--- src/design/pcfp_pkg.sv ---
// package for the programmer command frame parser
// holds payload structs, parse phase codes and buffer geometry; no dependencies
package pcfp_pkg;

  // data buffer geometry
  localparam int unsigned BufferDepth = 256;
  localparam int unsigned IdxW        = $clog2(BufferDepth);

  // framing bytes
  localparam logic [7:0] FlagsMarker = 8'hFF;
  localparam logic [3:0] DumpNibble  = 4'hF;

  // function codes of an input transfer
  localparam logic FuncByte    = 1'b0;
  localparam logic FuncRelease = 1'b1;

  typedef enum logic [2:0] {
    PhIdle  = 3'd0,
    PhAddr1 = 3'd1,
    PhAddr2 = 3'd2,
    PhAddr3 = 3'd3,
    PhCount = 3'd4,
    PhData  = 3'd5,
    PhDone  = 3'd6,
    PhFlags = 3'd7
  } phase_e;

  typedef struct packed {
    logic       func;
    logic [7:0] rx_byte;
  } pcfp_in_t;

  typedef struct packed {
    logic        data_write;
    logic [7:0]  buffer_index;
    logic [7:0]  buffer_byte;
    logic        clear_marks;
    logic        job_start;
    logic        job_ready;
    logic [31:0] start_address;
    logic [8:0]  byte_count;
    logic        dump_mode;
    logic [7:0]  mode_flags;
    logic        led_on;
  } pcfp_out_t;

endpackage

--- src/design/pcfp_in_reg.sv ---
// input register of the frame parser
// holds one accepted host transfer until the parser core consumes it; uses pcfp_pkg
module pcfp_in_reg (
  input  logic              clk_i,
  input  logic              rst_ni,
  input  logic              in_valid_i,
  output logic              in_ready_o,
  input  pcfp_pkg::pcfp_in_t in_data_i,
  input  logic              consume_i,
  output logic              item_valid_o,
  output pcfp_pkg::pcfp_in_t item_o
);
  import pcfp_pkg::*;

  logic     valid_q, valid_d;
  pcfp_in_t data_q;
  logic     load;

  // free when empty or when the held item leaves this cycle
  assign in_ready_o = !valid_q || consume_i;
  assign load       = in_valid_i && in_ready_o;

  always_comb begin
    valid_d = valid_q;
    if (load) begin
      valid_d = 1'b1;
    end else if (consume_i) begin
      valid_d = 1'b0;
    end
  end

  // control state
  always_ff @(posedge clk_i or negedge rst_ni) begin
    if (!rst_ni) begin
      valid_q <= 1'b0;
    end else begin
      valid_q <= valid_d;
    end
  end

  // payload
  always_ff @(posedge clk_i) begin
    if (load) begin
      data_q <= in_data_i;
    end
  end

  assign item_valid_o = valid_q;
  assign item_o       = data_q;

endmodule

--- src/design/pcfp_core.sv ---
// parser core: phase machine, job registers and result formation
// updates state once per consumed transfer; uses pcfp_pkg
module pcfp_core (
  input  logic               clk_i,
  input  logic               rst_ni,
  input  logic               step_i,
  input  pcfp_pkg::pcfp_in_t item_i,
  output pcfp_pkg::pcfp_out_t result_o
);
  import pcfp_pkg::*;

  phase_e           phase_q, phase_d;
  logic [31:0]      addr_q, addr_d;
  logic [8:0]       count_q, count_d;
  logic [7:0]       flags_q, flags_d;
  logic [IdxW-1:0]  fill_q, fill_d;
  logic [8:0]       left_q, left_d;
  logic             ready_q, ready_d;
  logic             led_q, led_d;

  logic             dump_now;
  logic [8:0]       left_dec;
  logic             wr, clr, start;
  logic [7:0]       widx, wbyte;

  assign dump_now = (flags_q[7:4] == DumpNibble);
  assign left_dec = left_q - 9'd1;

  // next state
  always_comb begin
    phase_d = phase_q;
    addr_d  = addr_q;
    count_d = count_q;
    flags_d = flags_q;
    fill_d  = fill_q;
    left_d  = left_q;
    ready_d = ready_q;
    led_d   = led_q;
    wr      = 1'b0;
    clr     = 1'b0;
    start   = 1'b0;
    widx    = 8'd0;
    wbyte   = 8'd0;
    if (item_i.func == FuncRelease) begin
      phase_d = PhIdle;
      ready_d = 1'b0;
    end else begin
      case (phase_q)
        PhIdle: begin
          if (item_i.rx_byte == FlagsMarker) begin
            phase_d = PhFlags;
          end else begin
            addr_d  = {item_i.rx_byte, 24'd0};
            phase_d = PhAddr1;
          end
        end
        PhAddr1: begin
          addr_d[23:16] = item_i.rx_byte;
          phase_d       = PhAddr2;
        end
        PhAddr2: begin
          addr_d[15:8] = item_i.rx_byte;
          phase_d      = PhAddr3;
        end
        PhAddr3: begin
          addr_d[7:0] = item_i.rx_byte;
          phase_d     = PhCount;
        end
        PhCount: begin
          count_d = {1'b0, item_i.rx_byte} + 9'd1;
          if (dump_now) begin
            phase_d = PhDone;
            ready_d = 1'b1;
            start   = 1'b1;
          end else begin
            phase_d = PhData;
            fill_d  = addr_q[IdxW-1:0];
            left_d  = {1'b0, item_i.rx_byte} + 9'd1;
            clr     = 1'b1;
          end
        end
        PhData: begin
          wr     = 1'b1;
          widx   = 8'(fill_q);
          wbyte  = item_i.rx_byte;
          fill_d = fill_q + IdxW'(1);
          left_d = left_dec;
          if (left_dec == 9'd0) begin
            ready_d = 1'b1;
            start   = 1'b1;
            phase_d = PhDone;
          end
        end
        PhFlags: begin
          flags_d = item_i.rx_byte;
          led_d   = (item_i.rx_byte[7:4] != 4'd0);
          phase_d = PhIdle;
        end
        default: begin
          // done: bytes ignored until release
        end
      endcase
    end
  end

  // result fields reflect the state after this transfer
  always_comb begin
    result_o.data_write    = wr;
    result_o.buffer_index  = widx;
    result_o.buffer_byte   = wbyte;
    result_o.clear_marks   = clr;
    result_o.job_start     = start;
    result_o.job_ready     = ready_d;
    result_o.start_address = addr_d;
    result_o.byte_count    = count_d;
    result_o.dump_mode     = (flags_d[7:4] == DumpNibble);
    result_o.mode_flags    = flags_d;
    result_o.led_on        = led_d;
  end

  // state registers
  always_ff @(posedge clk_i or negedge rst_ni) begin
    if (!rst_ni) begin
      phase_q <= PhIdle;
      addr_q  <= 32'd0;
      count_q <= 9'd0;
      flags_q <= 8'd0;
      fill_q  <= '0;
      left_q  <= 9'd0;
      ready_q <= 1'b0;
      led_q   <= 1'b0;
    end else if (step_i) begin
      phase_q <= phase_d;
      addr_q  <= addr_d;
      count_q <= count_d;
      flags_q <= flags_d;
      fill_q  <= fill_d;
      left_q  <= left_d;
      ready_q <= ready_d;
      led_q   <= led_d;
    end
  end

  // checks
  a_start_ready: assert property (@(posedge clk_i) disable iff (!rst_ni)
    step_i && result_o.job_start |-> result_o.job_ready)
    else $error("job start without job ready");

  a_release_idle: assert property (@(posedge clk_i) disable iff (!rst_ni)
    step_i && (item_i.func == FuncRelease) |=> (phase_q == PhIdle) && !ready_q)
    else $error("release did not return to idle");

  a_last_byte: assert property (@(posedge clk_i) disable iff (!rst_ni)
    step_i && (item_i.func == FuncByte) && (phase_q == PhData) && (left_q == 9'd1)
    |=> (phase_q == PhDone) && ready_q)
    else $error("last data byte did not complete the job");

  a_left_nonzero: assert property (@(posedge clk_i) disable iff (!rst_ni)
    (phase_q == PhData) |-> (left_q != 9'd0))
    else $error("data phase with no bytes left");

endmodule

--- src/design/pcfp_out_reg.sv ---
// result register of the frame parser
// holds one result until the consumer takes it; uses pcfp_pkg
module pcfp_out_reg (
  input  logic                clk_i,
  input  logic                rst_ni,
  input  logic                load_i,
  input  pcfp_pkg::pcfp_out_t result_i,
  output logic                free_o,
  output logic                out_valid_o,
  input  logic                out_ready_i,
  output pcfp_pkg::pcfp_out_t out_data_o
);
  import pcfp_pkg::*;

  logic      valid_q, valid_d;
  pcfp_out_t data_q;

  // can take a new result when empty or draining this cycle
  assign free_o = !valid_q || out_ready_i;

  always_comb begin
    valid_d = valid_q;
    if (load_i) begin
      valid_d = 1'b1;
    end else if (out_ready_i) begin
      valid_d = 1'b0;
    end
  end

  // control state
  always_ff @(posedge clk_i or negedge rst_ni) begin
    if (!rst_ni) begin
      valid_q <= 1'b0;
    end else begin
      valid_q <= valid_d;
    end
  end

  // payload
  always_ff @(posedge clk_i) begin
    if (load_i) begin
      data_q <= result_i;
    end
  end

  assign out_valid_o = valid_q;
  assign out_data_o  = data_q;

endmodule

--- src/design/programmer_command_frame_parser_unit.sv ---
// Programmer command frame parser. Takes one host byte (or a release) per transfer and
// returns exactly one result per transfer. A new transfer can be taken every clock while
// the result side is not stalled; an accepted transfer passes the input register and then
// the result register, with the phase update done between them. Input ready drops only
// while both registers are full and the result side is stalled.
// top level: ties input register, parser core and result register; uses pcfp_pkg
module programmer_command_frame_parser_unit (
  input  logic                clk_i,
  input  logic                rst_ni,
  input  logic                in_valid_i,
  output logic                in_ready_o,
  input  pcfp_pkg::pcfp_in_t  in_data_i,
  output logic                out_valid_o,
  input  logic                out_ready_i,
  output pcfp_pkg::pcfp_out_t out_data_o
);
  import pcfp_pkg::*;

  logic      item_valid;
  pcfp_in_t  item;
  logic      out_free;
  logic      step;
  pcfp_out_t result;

  // an item moves on when the result register has room
  assign step = item_valid && out_free;

  pcfp_in_reg u_in_reg (
    .clk_i       (clk_i),
    .rst_ni      (rst_ni),
    .in_valid_i  (in_valid_i),
    .in_ready_o  (in_ready_o),
    .in_data_i   (in_data_i),
    .consume_i   (step),
    .item_valid_o(item_valid),
    .item_o      (item)
  );

  pcfp_core u_core (
    .clk_i   (clk_i),
    .rst_ni  (rst_ni),
    .step_i  (step),
    .item_i  (item),
    .result_o(result)
  );

  pcfp_out_reg u_out_reg (
    .clk_i      (clk_i),
    .rst_ni     (rst_ni),
    .load_i     (step),
    .result_i   (result),
    .free_o     (out_free),
    .out_valid_o(out_valid_o),
    .out_ready_i(out_ready_i),
    .out_data_o (out_data_o)
  );

endmodule
--- config.mk ---
export PLATFORM = sky130hd
export DESIGN_NAME = programmer_command_frame_parser_unit
export DESIGN_NICKNAME = d
export VERILOG_FILES = /design/src/design/pcfp_pkg.sv /design/src/design/pcfp_in_reg.sv /design/src/design/pcfp_core.sv /design/src/design/pcfp_out_reg.sv /design/src/design/programmer_command_frame_parser_unit.sv
export SDC_FILE = /design/constraint.sdc
export NUM_CORES = 1
export LEC_CHECK = 0
export BUFFER_PORTS_ARGS = -buffer_cell sky130_fd_sc_hd__buf_2
export CAP_MARGIN = 20
export CORE_MARGIN = 3
export CORE_UTILIZATION = 58
export DETAILED_ROUTE_END_ITERATION = 7
export HOLD_SLACK_MARGIN = 0.15
export PLACE_DENSITY_LB_ADDON = 0.08
export SYNTH_ARGS = -nofsm -noshare
export SYNTH_HDL_FRONTEND = slang
export SYNTH_SLANG_ARGS = --single-unit
--- constraint.sdc ---
create_clock -name clk_i -period 2.71 [get_ports clk_i]
set_clock_uncertainty 0.1 [all_clocks]
set_input_delay 0.542 -clock clk_i [delete_from_list [all_inputs] [get_ports clk_i]]
set_output_delay 0.542 -clock clk_i [all_outputs]
set_load 0.05 [all_outputs]
==> results of run 1 <==
## worst max-delay path by stage
stage / depth (start not counted) / startpoint / slack, ps / endpoint
finish: 7 / u_in_reg.item_o[1] / 380 / u_out_reg.out_data_o[34]
global route: 7 / u_in_reg.item_o[1] / 230 / u_out_reg.out_data_o[34]
CTS: 7 / u_in_reg.item_o[1] / 390 / u_out_reg.out_data_o[34]
detailed placement: 7 / u_in_reg.item_o[1] / 440 / u_out_reg.out_data_o[34]
global placement: 8 / out_ready_i / 610 / u_core.count_q[8]
floorplan: 7 / u_out_reg.out_valid_o / 50 / u_core.addr_q[18]
## timing repair
action | in CTS | in global routing
resized for setup | 0 | 0
hold endpoints to repair | 21 | 0
hold buffers | 1 | 0
buffers inserted | 0 | 0
## layout make-up
cell class                      count  area [um2]  share of cell area
Timing Repair Buffer              106         586              0.0737
Inverter                           17        65.1             0.00819
Clock inverter                     10        80.1              0.0101
Multi-Input combinational cell    375        2350               0.296
Tap cell                          140         175              0.0221
Sequential cell                   153        4230               0.533
Clock buffer                       22         454              0.0572
## layer usage
metal / routed length [um] / global-route usage
met4: 278 / 0.0855
met2: 7270 / 0.389
met5: 0 / 0
met3: 898 / 0.0492
met1: 6310 / 0.322
## critical path: stages, from the launching register on
cell and delay (ps):
edfxtp_1 530, ha_1 310, nand3_2 160, or2_0 290
buf_4 190, o21ai_2 330, nand2_1 110, o21ai_0 120
## state kept, by name, indices dropped and copies added (netlist names), 3 cells and up
signal,count
u_core.addr_q,32
u_core.count_q,9
u_core.fill_q,8
u_core.flags_q,8
u_core.left_q,9
u_core.phase_q,3
u_in_reg.item_o,9
u_out_reg.out_data_o,71
## synthesized netlist by cell type (all sizes together), types with 3 or more instances
| cell | n |
|---|---|
| nand3 | 17 |
| edfxtp | 80 |
| o31ai | 4 |
| inv | 17 |
| o21ai | 63 |
| mux2 | 25 |
| dfrtp | 73 |
| a22o | 5 |
| nor2b | 3 |
| o211ai | 4 |
| nor3 | 8 |
| or3 | 3 |
| or2 | 4 |
| nand2 | 88 |
| a31oi | 5 |
| nand4b | 3 |
| xor2 | 4 |
| clkbuf | 13 |
| buf | 22 |
| nand4 | 5 |
| nor2 | 30 |
| nor3b | 3 |
| and2 | 10 |
| ha | 4 |
| mux2i | 4 |
| o2bb2ai | 16 |
| a21oi | 21 |
| nand2b | 16 |
| xnor2 | 3 |
## kinds of logic (layout without fill, tap and decap cells)
logic type / count (synthesis) / count (layout) / share of synthesized area
mux: 29 / 29 / 0.0471
buf+inv: 52 / 155 / 0.0363
simple gates: 200 / 200 / 0.149
fa+ha+maj: 4 / 4 / 0.00733
xor+xnor: 7 / 7 / 0.00898
compound gates: 135 / 135 / 0.132
flops: 153 / 153 / 0.619
## power by group
| part | internal [W] | leakage (nW) | switching (W) |
|---|---|---|---|
| clock network | 0.00127 | 0.265 | 0.000864 |
| registers | 0.00322 | 1.74 | 0.000548 |
| logic | 0.000902 | 1.37 | 0.00176 |
## stage by stage
step | cells | util | area (um2) | hold WS [ps]
after floorplan | 580 | - | 6830 | 146
after global placement | 790 | 0.662 | 7400 | 353
after detailed placement | 790 | 0.662 | 7400 | 358
after CTS | 823 | 0.711 | 7940 | 179
after global routing | 823 | 0.711 | 7940 | 176
final | 823 | 0.711 | 7940 | 190
==> results.tsv, run 1 <==
stage	metric	value	unit
timing	RSZ-0062 raised after global routing	no	
final_layout	Fillers	798	
floorplan	die area	0.0131	mm2
logic_synthesis	top cell type's share of synthesized area	0.352	
timing	Slew @ Worst Pin	659	ps
timing	worst slew margin relative to its limit	0.559	
clock_tree	CTS tree	built	
hold_path	sink of the worst hold path	u_in_reg.item_o[1]	
logic_synthesis	ys async rst share	0.477	
clock_tree	TritonCTS buffer count	17	
logic_synthesis	syn nets	597	
route	via count	4828	
job	Max Cap Viol	0	
floorplan	Die W	115	um
critical_path	r2r endpoint	u_out_reg.out_data_o[34]	
clock_tree	root buf cell	clkbuf_16	
placed_design	Routability Congestion	0.835	
logic_synthesis	synth top area cells	edfxtp_1 35%, dfrtp_1 27%, nand2_1 4.8%	
logic_synthesis	Warnings, synthesis	0	
logic_synthesis	synthesized instance count	580	
grt	largest net degree at the start of global routing	33	
placed_design	port bufs	85	
final_layout	share of cells above drive strength 1	0.264	
logic_synthesis	area leader, netlist	edfxtp_1	
timing	Final Max Slew Viols	0	
timing	setup TNS	0	ps
clock_tree	Max clock buf depth	2	
floorplan	Core Region	0.0112	mm2
grt	vias in the first global route	4682	
timing	# setup viols final	0	
route	DRT Pass-1 Iters	7	
final_layout	Area Overhead vs Synth	16.3	%
floorplan	die height	115	um
timing	final setup margin	381	ps
logic_synthesis	Seq/Total Area, Yosys	0.619	
timing	maximum clock rate	429	MHz
critical_path	depth of the most critical reg-to-reg path	7	
final_layout	commonest non-fill, non-tap cell in the layout	nand2_1	
floorplan	Core Rows	38	
power	leak pwr	3.38	nW
logic_synthesis	Synth Cell Area	0.00683	mm2
route	DRC violations left	0	
placed_design	dpl ws	445	ps
timing	final period utilization	0.859	
critical_path	CP Class	reg2reg	
logic_synthesis	flops & latches, synth	153	
critical_path	Critical Path RT	2850	ps
route	DRT antenna net count	0	
clock_tree	clk_lat worst skew	420	ps
logic_synthesis	ys flop type	edfxtp_1	
placed_design	Detailed Place HPWL	10100	um
hold_path	hold crit path type	in2reg	
critical_path	WP data arrival	2470	ps
critical_path	R2R setup slack	380	ps
route	final WL	14800	um
power	Cell Pwr Density	1080	mW/mm2
power	overall power	0.00857	W
hold_path	worst hold start	in_data_i[1]	
logic_synthesis	Mean Syn Cell Area	11.8	um2
timing	min Tclk post-route	2330	ps
floorplan	io pins	86	
floorplan	initial core utilization	0.611	
grt	initial antenna violation count	0	
critical_path	FF-to-FF Start	u_in_reg.item_o[1]	
route	Avg WL per Cell	17.9	um
critical_path	Startpoint Class	flop	
status	status	completed	
critical_path	CP max FO	8	
clock_tree	CTS HTree Levels	4	
grt	first-pass GRT wire length	24200	um
clock_tree	CTS sink count	153	
grt	Tot GR Track Use	0.240	
hold_path	hold path depth	1	
power	Max rail drop VDD	0.657	mV
logic_synthesis	number of flops mapped to enable cells by yosys	80	
grt	total grt overflow	0	
route	vias per cell	5.87	
timing	Fin. Hold Viols	0	
clock_tree	Worst-path clk slew	60	ps
final_layout	most frequent cells in the layout	87 x nand2_1, 85 x buf_2, 80 x edfxtp_1	
logic_synthesis	Synth cell types	70	
route	drt initial violations	397	
final_layout	antenna fix cells	0	
critical_path	Crit. End Element	flop	
final_layout	nets@finish	687	
(Power assumes the default switching activity.)
==> run 2, diff against run 1 <==
--- a/config.mk
+++ b/config.mk
@@ -12,6 +12,7 @@
 export DETAILED_ROUTE_END_ITERATION = 7
 export HOLD_SLACK_MARGIN = 0.15
 export PLACE_DENSITY_LB_ADDON = 0.08
+export RECOVER_POWER = 50
 export SYNTH_ARGS = -nofsm -noshare
 export SYNTH_HDL_FRONTEND = slang
 export SYNTH_SLANG_ARGS = --single-unit
==> results.tsv, run 2 (synthesis results as in run 1) <==
stage	metric	value	unit	change
power	overall power	0.00854	W	-0.39%
timing	maximum clock rate	430	MHz	+0.18%
route	Avg WL per Cell	18.0	um	+0.24%
route	DRT Pass-1 Iters	5		-2
hold_path	sink of the worst hold path	u_in_reg.item_o[1]		
timing	Final Max Slew Viols	0		unchanged
critical_path	Crit. End Element	flop		
placed_design	port bufs	85		unchanged
critical_path	CP Launch Point	u_in_reg.item_o[1]		
grt	total grt overflow	0		unchanged
timing	RSZ-0062 raised after global routing	no		
clock_tree	clk_lat worst skew	420	ps	about the same
final_layout	antenna fix cells	0		unchanged
clock_tree	Max clock buf depth	2		unchanged
floorplan	Core Rows	38		unchanged
clock_tree	CTS resizes	0		unchanged
grt	largest net degree at the start of global routing	33		unchanged
clock_tree	CTS HTree Levels	4		unchanged
final_layout	Fillers	822		+3.0%
grt	initial antenna violation count	0		unchanged
floorplan	initial core utilization	0.611		unchanged
critical_path	r2r endpoint	u_out_reg.out_data_o[34]		
grt	Tot GR Track Use	0.240		unchanged
final_layout	share of cells above drive strength 1	0.196		-0.0673
final_layout	area occupied by multi-input gates	0.00235	mm2	-0.11%
clock_tree	CTS tree	built		
route	vias per cell	5.86		about the same
route	via count	4825		-0.062%
route	drt initial violations	390		-1.8%
critical_path	CP max FO	8		unchanged
grt	vias in the first global route	4682		unchanged
critical_path	CP Class	reg2reg		
power	Cell Pwr Density	1080	mW/mm2	+0.38%
clock_tree	TritonCTS buffer count	17		unchanged
hold_path	worst hold start	in_data_i[1]		
placed_design	Detailed Place HPWL	10100	um	unchanged
clock_tree	CTS sink count	153		unchanged
power	leak pwr	3.23	nW	-4.3%
final_layout	most frequent cells in the layout	88 x nand2_1, 80 x edfxtp_1, 73 x dfrtp_1		
route	DRT antenna net count	0		unchanged
final_layout	max reg flops	71		unchanged
critical_path	Critical Path RT	2840	ps	about the same
floorplan	Die W	115	um	unchanged
critical_path	Startpoint Class	flop		
floorplan	Core Region	0.0112	mm2	unchanged
timing	min Tclk post-route	2320	ps	-4.08 ps
final_layout	sequential cell area	0.00423	mm2	unchanged
timing	# setup viols final	0		unchanged
timing	Fin. Hold Viols	0		unchanged
critical_path	depth of the most critical reg-to-reg path	7		unchanged
status	status	completed		
floorplan	die height	115	um	unchanged
grt	first-pass GRT wire length	24200	um	unchanged
floorplan	die area	0.0131	mm2	unchanged
critical_path	R2R setup slack	390	ps	about the same
final_layout	Area Overhead vs Synth	15.4	%	
clock_tree	root buf cell	clkbuf_16		
final_layout	commonest non-fill, non-tap cell in the layout	nand2_1		
hold_path	hold path depth	1		unchanged
placed_design	Routability Congestion	0.835		unchanged
critical_path	FF-to-FF Start	u_in_reg.item_o[1]		
route	final WL	14800	um	+0.24%
job	Max Cap Viol	0		unchanged
timing	Slew @ Worst Pin	1300	ps	+638 ps
floorplan	io pins	86		unchanged
final_layout	nets@finish	687		unchanged
timing	worst slew margin relative to its limit	0.135		-0.424
critical_path	WP data arrival	2460	ps	about the same
hold_path	hold crit path type	in2reg		
timing	final period utilization	0.858		-0.00151
timing	setup TNS	0	ps	unchanged
power	Max rail drop VDD	0.645	mV	-1.8%
route	DRC violations left	0		unchanged
clock_tree	Worst-path clk slew	60	ps	about the same
run 2: cell type report:
class | count | area share
clock inverter | 10 | 0.0102
clock buffer | 22 | 0.0576
sequential | 153 | 0.537
tap | 140 | 0.0222
timing repair buffer | 106 | 0.0668
multi-input combinational | 375 | 0.298
inverter | 17 | 0.00826
run 2: how the worst max path moves through the flow:
stage and endpoint:
4_1_cts u_out_reg.out_data_o[34], 3_5_place_dp u_out_reg.out_data_o[34], 5_1_grt u_out_reg.out_data_o[34], 6_report u_out_reg.out_data_o[34], 2_1_floorplan u_core.addr_q[18], 3_3_place_gp u_core.count_q[8]
run 2: per-layer routing:
metal	track usage	part of all wire
met1	0.322	0.44
met2	0.389	0.49
met3	0.0492	0.057
met4	0.0855	0.013
met5	0	0
run 2: worst max-delay path: stages (launching register included):
cell and delay [ps]:
edfxtp_1 510, ha_1 310, nand3_2 160, or2_0 290
buf_4 190, o21ai_2 330, nand2_1 110, o21ai_0 120
run 2: through the flow:
stage	utilization	instances	worst slack [ps]	instance area, um2	hold slack (ps)
final	0.705	823	385	7880	195
after global routing	0.705	823	226	7880	176
after CTS	0.711	823	388	7940	179
after detailed placement	0.662	790	445	7400	358
after global placement	0.662	790	612	7400	353
after floorplan	-	580	50.4	6830	146
run 2: timing repair:
| item | in CTS | in global routing |
|---|---|---|
| setup buffers | 0 | 0 |
| hold endpoints to repair | 21 | 0 |
| hold buffers | 1 | 0 |
run 2: where the power goes:
| group | switching (W) | internal [W] |
|---|---|---|
| clock network | 0.000860 | 0.00127 |
| registers | 0.000550 | 0.00322 |
| logic | 0.00176 | 0.000868 |
| total | 0.00317 | 0.00537 |
